$ cat src/rtl/core/rgb2yuv_pkg.sv
package rgb2yuv_pkg;

  localparam int unsigned LineWidthW   = 13;
  localparam int unsigned ColW         = 12;
  localparam int unsigned MaxLineWidth = 4096;
  localparam int unsigned MinLineWidth = 2;

  localparam logic [LineWidthW-1:0] LINE_WIDTH_RESET = 13'd640;
  localparam logic [LineWidthW-1:0] LINE_WIDTH_MAX   = LineWidthW'(MaxLineWidth);
  localparam logic [LineWidthW-1:0] LINE_WIDTH_MIN   = LineWidthW'(MinLineWidth);

  // Luma coefficients, all positive.
  localparam logic [16:0] Y_R = 17'd66;
  localparam logic [16:0] Y_G = 17'd129;
  localparam logic [16:0] Y_B = 17'd25;
  localparam logic [16:0] Y_RND = 17'd128;

  // Chroma coefficients; the bias lifts every sum above zero.
  localparam logic signed [17:0] U_R  = -18'sd38;
  localparam logic signed [17:0] U_G  = -18'sd74;
  localparam logic signed [17:0] U_B  = 18'sd112;
  localparam logic signed [17:0] V_R  = 18'sd112;
  localparam logic signed [17:0] V_G  = -18'sd94;
  localparam logic signed [17:0] V_B  = -18'sd18;
  localparam logic signed [17:0] C_RND_BIAS = 18'sd32896;

  typedef struct packed {
    logic [7:0] red;
    logic [7:0] green;
    logic [7:0] blue;
  } rgb_t;

  typedef struct packed {
    logic       chroma_valid;
    logic [7:0] cr;
    logic [7:0] cb;
    logic [7:0] luma;
  } yuv_t;

endpackage

$ cat src/rtl/core/rgb2yuv_phase.sv
module rgb2yuv_phase (
  input  logic                               clk,
  input  logic                               rst_n,
  input  logic                               advance,
  input  logic                               frame_start,
  input  logic [rgb2yuv_pkg::LineWidthW-1:0] line_width,
  output logic                               chroma_sample
);
  import rgb2yuv_pkg::*;

  logic [ColW-1:0]       column_r;
  logic [ColW-1:0]       column_nxt;
  logic                  second_row_r;
  logic                  second_row_nxt;
  logic [ColW-1:0]       column_base;
  logic                  second_row_base;
  logic [LineWidthW-1:0] column_inc;
  logic [LineWidthW-1:0] width_eff;

  always_comb begin
    if (line_width < LINE_WIDTH_MIN) begin
      width_eff = LINE_WIDTH_MIN;
    end else if (line_width > LINE_WIDTH_MAX) begin
      width_eff = LINE_WIDTH_MAX;
    end else begin
      width_eff = line_width;
    end
  end

  always_comb begin
    column_base     = frame_start ? '0 : column_r;
    second_row_base = frame_start ? 1'b0 : second_row_r;
    chroma_sample   = !second_row_base && !column_base[0];
    column_inc      = LineWidthW'(column_base) + LineWidthW'(1);
    if (column_inc >= width_eff) begin
      column_nxt     = '0;
      second_row_nxt = !second_row_base;
    end else begin
      column_nxt     = column_inc[ColW-1:0];
      second_row_nxt = second_row_base;
    end
  end

  always_ff @(posedge clk) begin
    if (!rst_n) begin
      column_r     <= '0;
      second_row_r <= 1'b0;
    end else if (advance) begin
      column_r     <= column_nxt;
      second_row_r <= second_row_nxt;
    end
  end

endmodule

$ cat src/rtl/core/rgb2yuv_math.sv
module rgb2yuv_math (
  input  rgb2yuv_pkg::rgb_t pixel,
  input  logic              chroma_sample,
  output rgb2yuv_pkg::yuv_t result
);
  import rgb2yuv_pkg::*;

  logic [16:0]        luma_sum;
  logic signed [17:0] r_s;
  logic signed [17:0] g_s;
  logic signed [17:0] b_s;
  logic signed [17:0] u_sum;
  logic signed [17:0] v_sum;

  always_comb begin
    luma_sum = Y_R * 17'(pixel.red) + Y_G * 17'(pixel.green) + Y_B * 17'(pixel.blue) + Y_RND;
    r_s   = signed'({10'b0, pixel.red});
    g_s   = signed'({10'b0, pixel.green});
    b_s   = signed'({10'b0, pixel.blue});
    u_sum = U_R * r_s + U_G * g_s + U_B * b_s + C_RND_BIAS;
    v_sum = V_R * r_s + V_G * g_s + V_B * b_s + C_RND_BIAS;

    result.luma         = luma_sum[15:8];
    result.chroma_valid = chroma_sample;
    result.cb           = chroma_sample ? u_sum[15:8] : 8'd0;
    result.cr           = chroma_sample ? v_sum[15:8] : 8'd0;
  end

endmodule

$ cat src/rtl/core/rgb_to_yuv420_converter.sv
// Pipeline: input register, then result register.
// Throughput: one pixel per cycle while out_tready does not stall the result register;
// the constant-coefficient multiply-add between the two registers sets the path.
// Reset (rst_n, synchronous, active low): pipeline empty, column and row phase
// cleared, line_width back to 640.
module rgb_to_yuv420_converter (
  input  logic                               clk,
  input  logic                               rst_n,
  input  logic                               cfg_valid,
  output logic                               cfg_ready,
  input  logic [rgb2yuv_pkg::LineWidthW-1:0] cfg_data,   // line_width
  input  logic                               in_tvalid,
  output logic                               in_tready,
  input  logic [23:0]                        in_tdata,   // blue, green, red
  input  logic                               in_tuser,   // frame_start
  output logic                               out_tvalid,
  input  logic                               out_tready,
  output logic [23:0]                        out_tdata,  // luma, cb, cr
  output logic                               out_tuser   // chroma_valid
);
  import rgb2yuv_pkg::*;

  logic [LineWidthW-1:0] line_width_r;
  logic                  s1_valid_r;
  rgb_t                  s1_pixel_r;
  logic                  s1_chroma_r;
  logic                  out_valid_r;
  yuv_t                  out_result_r;
  yuv_t                  result;
  logic                  in_beat;
  logic                  out_load;
  logic                  chroma_sample;
  rgb_t                  in_pixel;

  assign cfg_ready = 1'b1;
  assign out_load  = !out_valid_r || out_tready;
  assign in_tready = !s1_valid_r || out_load;
  assign in_beat   = in_tvalid && in_tready;

  assign in_pixel.blue  = in_tdata[7:0];
  assign in_pixel.green = in_tdata[15:8];
  assign in_pixel.red   = in_tdata[23:16];

  always_ff @(posedge clk) begin
    if (!rst_n) begin
      line_width_r <= LINE_WIDTH_RESET;
    end else if (cfg_valid && cfg_ready) begin
      line_width_r <= cfg_data;
    end
  end

  rgb2yuv_phase u_phase (
    .clk           (clk),
    .rst_n         (rst_n),
    .advance       (in_beat),
    .frame_start   (in_tuser),
    .line_width    (line_width_r),
    .chroma_sample (chroma_sample)
  );

  // Hold the input stage until the result register frees up.
  always_ff @(posedge clk) begin
    if (!rst_n) begin
      s1_valid_r <= 1'b0;
    end else if (in_tready) begin
      s1_valid_r <= in_tvalid;
    end
  end

  always_ff @(posedge clk) begin
    if (in_beat) begin
      s1_pixel_r  <= in_pixel;
      s1_chroma_r <= chroma_sample;
    end
  end

  rgb2yuv_math u_math (
    .pixel         (s1_pixel_r),
    .chroma_sample (s1_chroma_r),
    .result        (result)
  );

  always_ff @(posedge clk) begin
    if (!rst_n) begin
      out_valid_r <= 1'b0;
    end else if (out_load) begin
      out_valid_r <= s1_valid_r;
    end
  end

  always_ff @(posedge clk) begin
    if (out_load && s1_valid_r) begin
      out_result_r <= result;
    end
  end

  assign out_tvalid = out_valid_r;
  assign out_tdata  = {out_result_r.cr, out_result_r.cb, out_result_r.luma};
  assign out_tuser  = out_result_r.chroma_valid;

endmodule

$ cat config.mk
export PLATFORM = sky130hd
export DESIGN_NAME = rgb_to_yuv420_converter
export DESIGN_NICKNAME = d
export VERILOG_FILES = /design/src/rtl/core/rgb2yuv_pkg.sv /design/src/rtl/core/rgb2yuv_phase.sv /design/src/rtl/core/rgb2yuv_math.sv /design/src/rtl/core/rgb_to_yuv420_converter.sv
export SDC_FILE = /design/constraint.sdc
export NUM_CORES = 1
export LEC_CHECK = 0
export ABC_AREA = 0
export BUFFER_PORTS_ARGS = -buffer_cell sky130_fd_sc_hd__clkbuf_2
export CAP_MARGIN = 20
export CORE_MARGIN = 2
export CORE_UTILIZATION = 35
export CTS_CLUSTER_DIAMETER = 100
export DETAILED_ROUTE_END_ITERATION = 16
export PLACE_DENSITY = 0.54
export SETUP_SLACK_MARGIN = 0.05
export SYNTH_ARGS = -nofsm -noshare
export SYNTH_HDL_FRONTEND = slang
export SYNTH_SLANG_ARGS = --single-unit
$ cat constraint.sdc
create_clock -name clk -period 9.1 [get_ports clk]
set_input_delay 1.82 -clock clk [delete_from_list [all_inputs] [get_ports clk]]
set_output_delay 1.82 -clock clk [all_outputs]
set_load 0.02 [all_outputs]
==> metrics.yaml, run 1 <==
status:
  status: "finished, final reports clean"
global_route:
  grt_pass1_vias: 8059
  grt_max_degree: 27
  antenna_found_initial: 0
  track_usage_pct: 15.64
  grt_pass1_wl_mm: 40.89
  grt-ovfl-total: 0
timing:
  slew_violations: 0
  setup_viol: 0
  setup_tns_ns: 0
  skew_ns: 0.01464
  fmax_ghz: 0.1525
  worst_pin_slew_ns: 0.8051
  finalCritPeriodShare_pct: 72.07
  finalCriticalPeriod_ns: 6.558
  slew_headroom_pct: 45.86
  rsz0062_at_grt: "false"
  finalHoldViolCount: 0
setup_path:
  path_cells: "inv_1 -> ha_1 -> inv_1 -> fa_1 -> inv_1 -> fa_1 -> inv_1 -> fa_1 -> inv_1 -> ha_1 -> a21boi_0 -> o21ai_0 -> a21oi_1 -> o21ai_0 -> o311ai_0 -> fa_1 -> ha_1 -> ha_1 -> a21o_1 -> a41o_1 -> xnor2_1 -> xnor3_1 -> and2_1"
  end_kind: "flip-flop"
  max_stage_delay_ns: 0.63
  cp_common_cell: "inv_1"
  critical_path_arrival_ns: 6.69
  regToRegStartpoint: "s1_pixel_r[9]"
  reg2reg_slack_ns: 2.54
  worstSetupPathType: "reg2reg"
  cp_slowest_cell: "edfxtp_1"
  worst_setup_path_start_kind: "flip-flop"
  critPathTopFamily: "adder cells"
  path_buf_inv: 5
  crit_start: "s1_pixel_r[9]"
  required_ns: 9.23
  path_max_fanout: 9
routing:
  drt_iter0_markers: 257
  drcViolationCount: 0
  drt_wl_total_mm: 24.54
  drt_pass1_iterations: 4
  post_drt_via_cell_ratio: 4.633
  post_drt_wl_per_cell_microns: 14.88
  ant_nets: 0
  vias: 7645
floorplan:
  io_pins: 71
  core-area_sq_um: 32370
  die_h_microns: 184.7
  die_w_microns: 184.7
  initial_core_util_pct: 35.30
  die_area_sq_um: 34110
  rows: 66
synthesis:
  synth-seq-area-share_pct: 18.04
  synthTopCellsByCount: "289 x ha_1, 209 x inv_1, 106 x fa_1"
  yosysTopAreaCellShare_pct: 31.64
  ys_async_sr_fraction_pct: 0
  synth_enable_flop_cells: 50
  synth_nets: 1567
  synth-seq-cells: 78
  synth.area.top_cells: "ha_1 32%, fa_1 19%, edfxtp_1 13%"
  yosys.area.top_type: "ha_1"
  post-synth-top-count-cell: "ha_1"
  synth_top_flop_cell: "edfxtp_1"
  synth.distinct_cells: 59
  yosys_warnings: 0
  synth_area_sq_um: 11430
  synth_cells: 1129
  avgSynthCellArea_sq_um: 10.12
clock_network:
  cts_tree: "yes"
  clkSlewWorstSetupHoldPaths_ns: 0.08
  clock_sinks: 78
  clock_path_buffers: 2
  clockRootBuffer: "clkbuf_16"
  cts_setup_buffers: 0
  ctsResizeCount: 0
  htreeDepth: 3
  numCtsBuffers: 9
  holdBufCountCts: 0
  insertion_delay_ns: 0.38
placement:
  dp_hpwl_mm: 20.78
  gp_congestion: 0.7999
  numPlacedInstances: 1633
  io_buffer_count: 69
pwr:
  finalPower_w: 0.004865
  ir_worst_vdd_mv: 0.2972
  total_leakage_power_nw: 6.415
  swShare_pct: 46.55
  p_int_w: 0.002600
  sequentialPowerShare_pct: 13.6
  power.share.clock_pct: 8.1
  power_density_nw_per_um2: 385.8
  power.switching_w: 0.002265
  p_comb_share_pct: 78.4
min_path:
  min_from: "line_width_r[9]"
  min_path_type: "reg2reg"
finish:
  finalNetCount: 1640
  syn_to_final_growth_pct: 10.36
  layout.cells.non_filler: 1650
  drive_gt1_share_pct: 8.285
run:
  cap_violations: 0
[final cells by class]
cell class / count / area, sq um
Tap cell: 442 / 553.0
Inverter: 209 / 784.5
Fill cell: 3299 / 19760
Timing Repair Buffer: 72 / 367.9
Antenna cell: 1 / 2.502
Multi-Input combinational cell: 832 / 8541
Clock inverter: 4 / 32.53
Clock buffer: 12 / 267.8
Sequential cell: 78 / 2062
[registers in the layout (all words and copies together), names as in the netlist]
signal	count
s1_chroma_r	1
u_phase.second_row_r	1
u_phase.column_r	12
out_tuser	1
out_tdata	24
s1_pixel_r	24
s1_valid_r	1
out_tvalid	1
line_width_r	13
[worst paths after layout]
kind                                   endpoint  cells past startpoint
worst min-delay path            line_width_r[9]                      2
worst max-delay path              out_tdata[15]                     23
worst max register to register    out_tdata[15]                     23
worst min register to register  line_width_r[9]                      2
[worst reg2reg max path: cells and delay by family (launching register included)]
kind	cells	cell delay, ns
adder cells (fa/ha/maj)	8	3.36
AND/OR/NAND/NOR	1	0.15
XOR/XNOR	2	0.39
AO/OA/AOI/OAI	7	1.47
buffers and inverters	5	0.32
flip-flops	1	0.63
[per-layer routing]
metal | up-vias | GRT usage, % | share of wire (%)
li1 | 3923 | - | -
met1 | 3618 | 21.30 | 50
met2 | 86 | 26.14 | 47
met3 | 18 | 2.015 | 2.3
met4 | 0 | 4.159 | 1.3
met5 | - | 0 | 0
[cells in the final DEF, fill, tap and decap left out, types with 13 or more instances in the layout]
cell / instances
xnor2_1: 52
nand2_1: 42
o21ai_0: 28
o21bai_1: 14
inv_1: 209
xor2_1: 24
fa_1: 106
nor2_1: 52
clkbuf_2: 69
dfxtp_1: 28
a21oi_1: 49
edfxtp_1: 50
a21o_1: 18
nor2b_1: 29
mux2i_1: 13
ha_1: 289
[kinds of logic after synthesis]
logic type	Yosys count	share of synthesized area [%]
AND/OR/NAND/NOR	186	8.080
flip-flops	78	18.04
buffers and inverters	219	7.237
XOR/XNOR	77	6.022
other	1	0.03282
multiplexers	13	1.139
adder cells (fa/ha/maj)	395	50.21
AO/OA/AOI/OAI	160	9.230
[through the flow]
stage	utilization [%]	instance area (sq um)	setup slack [ns]	hold slack [ns]
3_3_place_gp	38.02	12310	2.570	0.4904
3_5_place_dp	38.02	12310	2.521	0.4993
5_1_grt	38.95	12610	2.055	0.5437
4_1_cts	38.95	12610	2.475	0.5195
2_1_floorplan	-	11430	3.043	0.4649
6_report	38.96	12610	2.542	0.5152
[power groups by stage]
stage / Combinational, W / Sequential (W) / Clock, W
6_report: 0.00381 / 0.000661 / 0.000392
5_1_grt: 0.00442 / 0.000671 / 0.000418
4_1_cts: 0.00389 / 0.000664 / 0.000410
3_5_place_dp: 0.00385 / 0.000671 / 0
3_3_place_gp: 0.00381 / 0.000672 / 0
2_1_floorplan: 0.00300 / 0.000730 / 0
Power figures use the tool's default switching activity.
==> inputs of run 2 (changes only) <==
==> constraint.sdc (replaced) <==
create_clock -name clk -period 6.8 [get_ports clk]
set_input_delay 1.36 -clock clk [delete_from_list [all_inputs] [get_ports clk]]
set_output_delay 1.36 -clock clk [all_outputs]
set_load 0.02 [all_outputs]
==> metrics.yaml, run 2 (synthesized netlist as in run 1, its figures left out) <==
placement:
  gp_congestion: 0.8525  # was 0.7999
  place_ws_ns: 0.4583  # was 2.521 ns
  dp_hpwl_mm: 22.86  # was 20.78 mm
  io_buffer_count: 69  # unchanged
clock_network:
  clkSlewWorstSetupHoldPaths_ns: 0.07  # was 0.08 ns
  htreeDepth: 3  # unchanged
  holdBufCountCts: 0  # unchanged
  clock_path_buffers: 2  # unchanged
  insertion_delay_ns: 0.36  # was 0.38 ns
  clockRootBuffer: "clkbuf_16"  # unchanged
  cts_setup_buffers: 0  # unchanged
  numCtsBuffers: 9  # unchanged
  cts_tree: "yes"  # unchanged
  ctsResizeCount: 0  # unchanged
  clock_sinks: 78  # unchanged
timing:
  finalHoldViolCount: 0  # unchanged
  setup_tns_ns: 0  # unchanged
  slew_headroom_pct: 46.02  # was 45.86%
  skew_ns: 0.01268  # was 0.01464 ns
  worst_pin_slew_ns: 0.8029  # was 0.8051 ns
  rsz0062_at_grt: "false"  # unchanged
  setup_viol: 0  # unchanged
  slew_violations: 0  # unchanged
  fmax_ghz: 0.1584  # was 0.1525 GHz
  finalCriticalPeriod_ns: 6.314  # was 6.558 ns
  setup_slack_ns: 0.4858  # was 2.542 ns
  finalCritPeriodShare_pct: 92.86  # was 72.07%
setup_path:
  reg2reg_slack_ns: 0.49  # was 2.54 ns
  cp_slowest_cell: "fa_1"  # was edfxtp_1
  required_ns: 6.92  # was 9.23 ns
  reg2reg_to: "out_tdata[15]"  # unchanged
  critPathCapture: "out_tdata[15]"  # unchanged
  critical_path_arrival_ns: 6.43  # was 6.69 ns
  worstSetupPathType: "reg2reg"  # unchanged
  crit_start: "s1_pixel_r[13]"  # was s1_pixel_r[9]
  end_kind: "flip-flop"  # unchanged
  path_buf_inv: 3  # was 5
  path_depth: 25  # was 23
  worst_setup_path_start_kind: "flip-flop"  # unchanged
  path_max_fanout: 6  # was 9
  max_stage_delay_ns: 0.54  # was 0.63 ns
  reg2reg_depth: 25  # was 23
  regToRegStartpoint: "s1_pixel_r[13]"  # was s1_pixel_r[9]
  critPathTopFamily: "adder cells"  # unchanged
floorplan:
  die_h_microns: 184.7  # unchanged
  die_area_sq_um: 34110  # unchanged
  core-area_sq_um: 32370  # unchanged
  initial_core_util_pct: 35.30  # unchanged
  io_pins: 71  # unchanged
  rows: 66  # unchanged
  die_w_microns: 184.7  # unchanged
min_path:
  min_path_type: "reg2reg"  # unchanged
  holdPathStages: 2  # unchanged
routing:
  drt_pass1_iterations: 4  # unchanged
  vias: 7826  # was 7645
  drt_wl_total_mm: 26.50  # was 24.54 mm
  drcViolationCount: 0  # unchanged
  drt_iter0_markers: 308  # was 257
  post_drt_via_cell_ratio: 4.689  # was 4.633
  ant_nets: 0  # unchanged
  post_drt_wl_per_cell_microns: 15.88  # was 14.88 microns
global_route:
  grt_max_degree: 27  # unchanged
  track_usage_pct: 16.57  # was 15.64%
  grt_pass1_wl_mm: 42.83  # was 40.89 mm
  grt-ovfl-total: 0  # unchanged
  grt_pass1_vias: 8121  # was 8059
  antenna_found_initial: 0  # unchanged
finish:
  drive_gt1_share_pct: 9.861  # was 8.285%
  antenna_cells: 0  # was 1
  fillers: 3293  # was 3299
  syn_to_final_growth_pct: 11.60  # was 10.36%
  final_common_cell: "ha_1"  # unchanged
  final_cell_mix: "289 x ha_1, 209 x inv_1, 106 x fa_1"  # unchanged
  finalNetCount: 1660  # was 1640
status:
  status: "finished, final reports clean"  # unchanged
pwr:
  power_density_nw_per_um2: 510.6  # was 385.8 nW/um^2
  total_leakage_power_nw: 6.510  # was 6.415 nW
  ir_worst_vdd_mv: 0.3074  # was 0.2972 mV
run:
  cap_violations: 0  # unchanged
run 2: how the worst min path moves through the flow:
stage / from / end / slack, ns
5_1_grt: u_phase.column_r[5] / u_phase.column_r[5] / 0.55
6_report: line_width_r[7] / line_width_r[7] / 0.51
4_1_cts: u_phase.column_r[5] / u_phase.column_r[5] / 0.51
3_5_place_dp: u_phase.column_r[5] / u_phase.column_r[5] / 0.49
3_3_place_gp: u_phase.column_r[5] / u_phase.column_r[5] / 0.49
2_1_floorplan: u_phase.column_r[5] / u_phase.column_r[5] / 0.46
run 2: metrics by stage:
step	instance area, sq um	hold WS, ns	std cells	power, W	utilization [%]
floorplan	11430	0.4649	1129	0.004997	-
global placement	12460	0.4896	1653	0.006004	38.49
detailed placement	12460	0.4912	1653	0.006076	38.49
CTS	12750	0.5080	1669	0.006656	39.39
global route	12750	0.5544	1669	0.007446	39.39
finish	12750	0.5131	1669	0.006511	39.39
run 2: where the power goes:
| group | total (W) | leakage [nW] | switching (W) | internal [W] |
|---|---|---|---|---|
| combinational | 0.00513 | 5.65 | 0.00275 | 0.00238 |
| sequential | 0.000869 | 0.707 | 0.0000417 | 0.000827 |
| clock | 0.000514 | 0.149 | 0.000253 | 0.000261 |
| total | 0.00651 | 6.51 | 0.00305 | 0.00346 |
run 2: routing by layer:
layer  vias up  GRT usage (%)  share of wire, %
met4         0          4.254               1.7
met2       109          27.34                46
met3        19          2.075               2.9
li1       3966              -                 -
met5         -              0                 0
met1      3732          22.96                50
run 2: cell type report:
class,count,area (sq um),area share (%)
multi-input cells,832,8541,66.97
flip-flops and latches,78,2062,16.17
inverters,209,784.5,6.152
well taps,442,553.0,4.337
repair buffers,92,518.0,4.062
clock buffers,9,225.2,1.766
clock inverters,7,68.82,0.5396
run 2: worst register-to-register path, stage by stage (launching register included):
cell      delay [ns]
edfxtp_1        0.53
inv_1           0.18
ha_1            0.38
fa_1            0.48
fa_1            0.52
fa_1            0.54
inv_1           0.04
ha_1            0.32
o21ai_0         0.11
nand2_1         0.07
nand2_1         0.05
a21oi_1         0.18
nand3_1         0.13
nand2_1         0.07
nor2_1          0.05
xnor2_1         0.15
fa_1            0.51
inv_1           0.04
ha_1            0.28
ha_1            0.35
a21o_1          0.20
a21o_1          0.17
a41o_1          0.21
xnor2_1         0.16
xnor3_1         0.22
and2_1          0.15
==> inputs of run 3 (changes only) <==
--- a/config.mk
+++ b/config.mk
@@ -8,12 +8,15 @@
 export ABC_AREA = 0
 export BUFFER_PORTS_ARGS = -buffer_cell sky130_fd_sc_hd__clkbuf_2
 export CAP_MARGIN = 20
+export CELL_PAD_IN_SITES_DETAIL_PLACEMENT = 1
+export CELL_PAD_IN_SITES_GLOBAL_PLACEMENT = 1
 export CORE_MARGIN = 2
 export CORE_UTILIZATION = 35
 export CTS_CLUSTER_DIAMETER = 100
 export DETAILED_ROUTE_END_ITERATION = 16
-export PLACE_DENSITY = 0.54
+export PLACE_DENSITY = 0.64
 export SETUP_SLACK_MARGIN = 0.05
 export SYNTH_ARGS = -nofsm -noshare
 export SYNTH_HDL_FRONTEND = slang
 export SYNTH_SLANG_ARGS = --single-unit
+export TNS_END_PERCENT = 1
==> metrics.yaml, run 3 (synthesized netlist as in run 1, its figures left out) <==
status:
  status: "finished, final reports clean"  # unchanged
timing:
  slew_violations: 0  # unchanged
  slew_headroom_pct: 41.55  # was 46.02%
  setup_slack_ns: 0.5019  # was 0.4858 ns
  skew_ns: 0.01129  # was 0.01268 ns
  finalCritPeriodShare_pct: 92.62  # was 92.86%
  setup_tns_ns: 0  # unchanged
  worst_pin_slew_ns: 0.8694  # was 0.8029 ns
  rsz0062_at_grt: "false"  # unchanged
  finalHoldViolCount: 0  # unchanged
  setup_viol: 0  # unchanged
  fmax_ghz: 0.1588  # was 0.1584 GHz
  finalCriticalPeriod_ns: 6.298  # was 6.314 ns
  whs_ns: 0.5165  # was 0.5131 ns
finish:
  syn_to_final_growth_pct: 11.93  # was 11.60%
  final_cell_mix: "289 x ha_1, 209 x inv_1, 106 x fa_1"  # unchanged
  design_area_sq_um: 12790  # was 12750 sq um
  final_common_cell: "ha_1"  # unchanged
  finalNetCount: 1664  # was 1660
  antenna_cells: 0  # unchanged
  drive_gt1_share_pct: 10.07  # was 9.861%
placement:
  io_buffer_count: 69  # unchanged
  place_ws_ns: 0.4206  # was 0.4583 ns
  gp_congestion: 0.8306  # was 0.8525
  dp_hpwl_mm: 24.86  # was 22.86 mm
  place_area_sq_um: 12470  # was 12460 sq um
routing:
  ant_nets: 0  # unchanged
  drcViolationCount: 0  # unchanged
  post_drt_via_cell_ratio: 4.790  # was 4.689
  drt_pass1_iterations: 4  # unchanged
  drt_wl_total_mm: 28.64  # was 26.50 mm
  drt_iter0_markers: 206  # was 308
  post_drt_wl_per_cell_microns: 17.12  # was 15.88 microns
  vias: 8013  # was 7826
setup_path:
  path_max_fanout: 7  # was 6
  required_ns: 6.93  # was 6.92 ns
  critical_path_arrival_ns: 6.43  # about the same
  reg2reg_depth: 27  # was 25
  end_kind: "flip-flop"  # unchanged
  worst_setup_path_start_kind: "flip-flop"  # unchanged
  worstSetupPathType: "reg2reg"  # unchanged
pwr:
  power_density_nw_per_um2: 519.9  # was 510.6 nW/um^2
  total_leakage_power_nw: 6.530  # was 6.510 nW
  finalPower_w: 0.006649  # was 0.006511 W
  ir_worst_vdd_mv: 0.2662  # was 0.3074 mV
global_route:
  antenna_found_initial: 0  # unchanged
  grt-ovfl-total: 0  # unchanged
  track_usage_pct: 18.16  # was 16.57%
  grt_pass1_vias: 8861  # was 8121
  grt_max_degree: 27  # unchanged
  grt_pass1_wl_mm: 46.77  # was 42.83 mm
clock_network:
  holdBufCountCts: 0  # unchanged
  htreeDepth: 3  # unchanged
  insertion_delay_ns: 0.37  # was 0.36 ns
  numCtsBuffers: 9  # unchanged
  clock_path_buffers: 2  # unchanged
  clockRootBuffer: "clkbuf_16"  # unchanged
  clkSlewWorstSetupHoldPaths_ns: 0.07  # about the same
  cts_tree: "yes"  # unchanged
  clock_sinks: 78  # unchanged
floorplan:
  die_area_sq_um: 34110  # unchanged
  die_h_microns: 184.7  # unchanged
  initial_core_util_pct: 35.30  # unchanged
  die_w_microns: 184.7  # unchanged
  io_pins: 71  # unchanged
  rows: 66  # unchanged
  core-area_sq_um: 32370  # unchanged
run:
  cap_violations: 0  # unchanged
min_path:
  holdPathStages: 2  # unchanged
  min_path_type: "reg2reg"  # unchanged
==> run 3: cell types whose count changed in the layout (fill, tap and decap cells not counted), sizes merged <==
cell	delta
clkbuf	+3
clkinv	+1
buf	+4
inv	-4
==> run 3: power breakdown <==
group / internal, W / switching [W]
clock network: 0.000285 / 0.000237
logic: 0.00240 / 0.00285
registers: 0.000828 / 0.0000456
==> run 3: worst paths after layout <==
check | end | from | slack, ns
hold / removal | line_width_r[7] | line_width_r[7] | 0.52
setup reg to reg | out_tdata[15] | s1_pixel_r[18] | 0.50
hold reg to reg | line_width_r[7] | line_width_r[7] | 0.52
setup / recovery | out_tdata[15] | s1_pixel_r[18] | 0.50
==> run 3: per-layer routing <==
metal  GRT usage [%]  vias to the layer above  part of all wire [%]
li1                -                     3978                     -
met1           23.95                     3931                    47
met2           31.37                       82                    48
met3           1.739                       22                   2.4
met4           5.651                        0                   2.0
met5               0                        -                     0
==> run 3: cell type report <==
type / count / area [sq um]
clock buffers: 12 / 267.8
clock inverters: 4 / 35.03
fillers: 3767 / 19580
inverters: 209 / 784.5
multi-input cells: 832 / 8541
flip-flops and latches: 78 / 2062
well taps: 442 / 553.0
repair buffers: 96 / 548.0
==> run 3: stage by stage <==
stage	util [%]	cells
final	39.51	1673
after global routing	39.51	1673
after CTS	39.44	1670
after detailed placement	38.51	1654
after global placement	38.51	1654
after floorplan	-	1129
==> run 3: repair_timing <==
item                       4_1_cts  5_1_grt
setup buffers                    0        3
gates resized for setup          0        2
setup endpoints to repair        0        1
==> run 3: critical path, cell delays in order, from the launching register on <==
cell and delay, ns:
edfxtp_1 0.58, inv_1 0.09, ha_1 0.34, inv_1 0.06
ha_1 0.27, inv_1 0.05, fa_1 0.43, fa_1 0.49
inv_1 0.04, ha_1 0.20, inv_1 0.07, fa_1 0.20
nor2b_1 0.05, o21ai_1 0.18, a21oi_1 0.11, o21ai_0 0.15
nand2b_1 0.10, a21o_1 0.19, a21oi_1 0.17, xor2_1 0.22
fa_1 0.42, ha_1 0.32, ha_1 0.34, a21o_1 0.17
a41o_1 0.21, xnor2_1 0.19, xnor3_1 0.25, and2_1 0.16
